<file path="src/hw/rtl/tdpt_pkg.sv">
// Shared types and constants for the trial-division prime test.
`timescale 1ns / 1ps

package tdpt_pkg;

   localparam int unsigned VALUE_BITS_DEFAULT = 32;

   typedef enum logic [2:0] {
      ST_IDLE,
      ST_TEST,
      ST_DIV,
      ST_NEXT,
      ST_EMIT
   } state_type;

   // controller -> datapath
   typedef struct packed {
      logic load;       // capture a new value, divisor back to 2
      logic div_start;  // clear remainder, arm bit counter
      logic div_step;   // one restoring-division bit
      logic advance;    // next divisor and its square
      logic emit;       // write result register
      logic verdict;    // value written on emit
   } ctrl_cmd_type;

   // datapath -> controller
   typedef struct packed {
      logic trivial;    // negative, zero or one
      logic past_root;  // divisor squared exceeds value
      logic div_done;   // last division bit this cycle
      logic rem_zero;   // remainder is zero
      logic out_free;   // result register can take a beat
   } ctrl_sts_type;

endpackage

</file>
<file path="src/hw/rtl/tdpt_ctrl.sv">
// Controller state machine: sequences bound checks and divisions.
`timescale 1ns / 1ps

module tdpt_ctrl (
   input  logic                     clock,
   input  logic                     reset,
   input  logic                     req_valid,
   output logic                     req_stall,
   input  tdpt_pkg::ctrl_sts_type   sts,
   output tdpt_pkg::ctrl_cmd_type   cmd
);

   tdpt_pkg::state_type state_ff, state_in;
   logic                verdict_ff, verdict_in;

   // next state
   always_comb begin
      state_in   = state_ff;
      verdict_in = verdict_ff;
      case (state_ff)
         tdpt_pkg::ST_IDLE: begin
            if (req_valid) begin
               state_in = tdpt_pkg::ST_TEST;
            end
         end
         tdpt_pkg::ST_TEST: begin
            if (sts.trivial) begin
               verdict_in = 1'b0;
               state_in   = tdpt_pkg::ST_EMIT;
            end else if (sts.past_root) begin
               verdict_in = 1'b1;
               state_in   = tdpt_pkg::ST_EMIT;
            end else begin
               state_in = tdpt_pkg::ST_DIV;
            end
         end
         tdpt_pkg::ST_DIV: begin
            if (sts.div_done) begin
               state_in = tdpt_pkg::ST_NEXT;
            end
         end
         tdpt_pkg::ST_NEXT: begin
            if (sts.rem_zero) begin
               verdict_in = 1'b0;
               state_in   = tdpt_pkg::ST_EMIT;
            end else begin
               state_in = tdpt_pkg::ST_TEST;
            end
         end
         tdpt_pkg::ST_EMIT: begin
            if (sts.out_free) begin
               state_in = tdpt_pkg::ST_IDLE;
            end
         end
         default: begin
            state_in = tdpt_pkg::ST_IDLE;
         end
      endcase
   end

   // outputs
   always_comb begin
      cmd       = '0;
      req_stall = 1'b1;
      cmd.verdict = verdict_ff;
      case (state_ff)
         tdpt_pkg::ST_IDLE: begin
            req_stall = 1'b0;
            cmd.load  = req_valid;
         end
         tdpt_pkg::ST_TEST: begin
            cmd.div_start = !sts.trivial && !sts.past_root;
         end
         tdpt_pkg::ST_DIV: begin
            cmd.div_step = 1'b1;
         end
         tdpt_pkg::ST_NEXT: begin
            cmd.advance = !sts.rem_zero;
         end
         tdpt_pkg::ST_EMIT: begin
            cmd.emit = sts.out_free;
         end
         default: begin
            req_stall = 1'b1;
         end
      endcase
   end

   always_ff @(posedge clock) begin
      if (reset) begin
         state_ff <= tdpt_pkg::ST_IDLE;
      end else begin
         state_ff <= state_in;
      end
      verdict_ff <= verdict_in;
   end

`ifndef SYNTHESIS
   a_emit_needs_slot: assert property (@(posedge clock) disable iff (reset)
      cmd.emit |-> sts.out_free)
      else $error("result written while result register is held");

   a_div_ends_in_next: assert property (@(posedge clock) disable iff (reset)
      (state_ff == tdpt_pkg::ST_DIV) && sts.div_done |=> (state_ff == tdpt_pkg::ST_NEXT))
      else $error("division did not end after its last bit");

   a_one_command: assert property (@(posedge clock) disable iff (reset)
      $onehot0({cmd.load, cmd.div_start, cmd.div_step, cmd.advance, cmd.emit}))
      else $error("more than one datapath command at once");

   a_load_starts_test: assert property (@(posedge clock) disable iff (reset)
      cmd.load |=> (state_ff == tdpt_pkg::ST_TEST))
      else $error("accepted beat not followed by a bound check");
`endif

endmodule

</file>
<file path="config.mk">
export PLATFORM = sky130hd
export DESIGN_NAME = tdpt_ctrl
export DESIGN_NICKNAME = d
export VERILOG_FILES = /design/src/hw/rtl/tdpt_pkg.sv /design/src/hw/rtl/tdpt_ctrl.sv
export SDC_FILE = /design/constraint.sdc
export NUM_CORES = 1
export LEC_CHECK = 0
export BUFFER_PORTS_ARGS = -buffer_cell sky130_fd_sc_hd__buf_2
export CORE_AREA = 2 2 39 41
export DETAILED_ROUTE_END_ITERATION = 12
export DIE_AREA = 0 0 41 43
export SLEW_MARGIN = 30
export SYNTH_ARGS = -nofsm -noshare
export SYNTH_HDL_FRONTEND = slang
export SYNTH_SLANG_ARGS = --single-unit
</file>
<file path="constraint.sdc">
create_clock -name clock -period 1.07 [get_ports clock]
set_input_delay 0 -clock clock [delete_from_list [all_inputs] [get_ports clock]]
set_output_delay 0 -clock clock [all_outputs]
set_load 0.01 [all_outputs]
</file>
==> summary.md <==
| Metric | Value |
|---|---|
| Min Tclk post-route | around 1.2 ns |
| Post-Syn Nets | 37 |
| Area growth syn-to-layout | 80.7% |
| Largest net degree at the start of global routing | 7 |
| Post-synth ARST share | 0% |
| Clock Path Buffers | 2 |
| Starting density of the core | a little over a fifth |
| LEAKAGE | between 0.2 and 0.3 nW |
| NumNets Final | 65 |
| CTS Buf Count | 3 |
| Crit path DAT | approximately 1.2 ns |
| Vias in the first global route | around 330 |
| Post-DP HPWL | approximately 560 um |
| Via count | slightly above 300 |
| CTS tree | built |
| Power density cells | ~1100 mW/mm2 |
| CTS root buf | clkbuf_4 |
| Setup crit end kind | output port |
| Synth Flop Type | dfxtp_1 |
| Max_slew headroom | ~83% |
| Clk_lat worst skew | 0.25 ns |
| Final period util | 111% |
| IO Port Bufs | 14 |
| Total Power | approximately 0.6 mW |
| Netlist cell types | 22 |
| Die X-Extent | between 40 and 50 um |
| DRT Pass-1 Iters | 4 |
| Fill count | around 140 |
| Synth top area cells | dfxtp_1 21%, edfxtp_1 10%, buf_6 7.7% |
| Share of cells above drive strength 1 | between 70% and 80% |
| Post-synth top area share | just over 20% |
| Max Fclk | ~0.84 GHz |
| Max-Cap Viols | 0 |
| Status | complete, but fails checks |
| H-tree levels | 1 |
| Final Skew | ~0.019 ns |
| Cell Area, Synth | 292 um2 |
| Grt total ovfl | 0 |
| Critical path fanouts, max | 6 |
| Worst-path clk slew | roughly 0.050 ns |
| Synth warnings | 0 |
| CP required | roughly 1.1 ns |
| Final Hold Fails | 0 |
| CTS Sinks | 4 |
| GRT Overall Usage | 12.8% |
| Std-Cell Core Area | 0.00138 mm2 |
| Cell row count | 14 |
| Gpl congestion | about 0.73 |
| Synthesized flop and latch total | 4 |
| DIE AREA | 0.00176 mm2 |
| Synth area leader | dfxtp_1 |
| Avg Cell Area, Syn | approximately 10 um2 |
| Maximum vdd drop | ~0.57 mV |
| Pre-CTS WS | -0.0470 ns |
| DR WL/cell | 11.1 um |
| Global-route wire length before repair | 1390 um |
| Final std cell area, no fill | between 500 and 600 um2 |
| Setup violators final | 6 |
| Post-route worst setup slack | -0.115 ns |
| Post-Route Utilization | between 30% and 40% |
| Total Wirelength | ~800 um |
| DRC marker count from the first detailed-route iteration | 2 |
| RSZ-0062 raised after global routing | yes |
| Vias/cell | approximately 4.3 |
| Tightest Hold Check Type | primary input to register |
| Post-synth EDFFs | 1 |
| Diodes inserted | 0 |
| Slew Limit Fails | 0 |
| Slew @ Worst Pin | around 0.25 ns |
| Critical path type | register to output port |
| Sequential share of the synthesized area | 30.9% |
| Die height | approximately 43 um |
| I/O pins | 15 |
| Dpl cell area | about 400 um2 |
| Sum Neg Setup Slack | -0.276 ns |
| Most frequent cells after synthesis | 3 x dfxtp_1, 3 x nor3_1, 2 x a21oi_1, 2 x buf_6, 2 x inv_1 |
| Syn Inst Count | 29 |
| Post-route DRC | 0 |
| Initial antenna violation count | 0 |
| Antenna viol nets, final | 0 |
| Failing checks | setup timing |
| Worst setup SP type | register |
-- worst paths after layout --
kind	cells past startpoint	start	end	slack [ns]
setup / recovery	3	state_ff[1]	cmd[5]	-0.12
hold reg to reg	2	state_ff[2]	state_ff[1]	0.57
hold / removal	2	sts[4]	verdict_ff	0.07
setup reg to reg	3	state_ff[1]	verdict_ff	-0.01
-- power breakdown --
part / internal (mW) / switching [mW] / total (mW)
sequential: 0.167 / 0.0120 / 0.179
combinational: 0.115 / 0.0805 / 0.195
clock: 0.141 / 0.0814 / 0.223
-- layout make-up --
class / count / area [um2] / area share [%]
clock buffers: 4 / 26.3 / 4.99
inverters: 2 / 7.51 / 1.43
multi-input cells: 20 / 193 / 36.6
flip-flops and latches: 4 / 101 / 19.2
well taps: 16 / 20.0 / 3.80
repair buffers: 26 / 179 / 34.0
-- cells by family after synthesis --
kind of cell	Yosys count	synth area share [%]
AND/OR/NAND/NOR	15	43.4
buffers and inverters	5	12.9
flip-flops	4	30.9
AO/OA/AOI/OAI	4	9.44
multiplexers	1	3.43
-- per-layer routing --
| metal | GRT usage (%) | vias to the layer above | wire length, um |
|---|---|---|---|
| met4 | 12.0 | 0 | 10 |
| met1 | 12.5 | 145 | 279 |
| li1 | - | 154 | - |
| met2 | 17.8 | 10 | 448 |
| met3 | 6.81 | 2 | 58 |
| met5 | 0 | - | 0 |
-- timing repair --
item	CTS	global route
hold buffers	1	0
pin swaps	2	1
endpoints found under the setup margin	7	9
gates resized for setup	10	5
gates cloned	0	0
hold endpoints to repair	1	0
setup buffers	4	1
-- cells in the final DEF, fill, tap and decap left out, drive strengths merged --
master / instances
nor3b: 2
nor2: 2
nor3: 4
buf: 25
edfxtp: 1
dfxtp: 3
and2: 1
clkbuf: 4
dlygate4sd3: 1
nand2b: 2
or3: 1
o21ba: 1
and4bb: 1
inv: 2
o21a: 1
nor2b: 1
nor4b: 1
mux2i: 1
a21oi: 2
-- state kept, by name, summed over array words and instances (netlist names) --
register and cells:
state_ff 3, verdict_ff 1
-- stage by stage --
stage,hold slack [ns],std cells
after floorplan,0.0768,29
after detailed placement,0.209,62
after global placement,0.196,62
after global routing,0.0600,72
after CTS,0.0656,71
final,0.0699,72
-- critical path: stages (launching register included) --
cell     delay [ns]
dfxtp_4        0.36
or3_4          0.37
nor2_2         0.08
buf_2          0.13
Power figures use the tool's default switching activity.
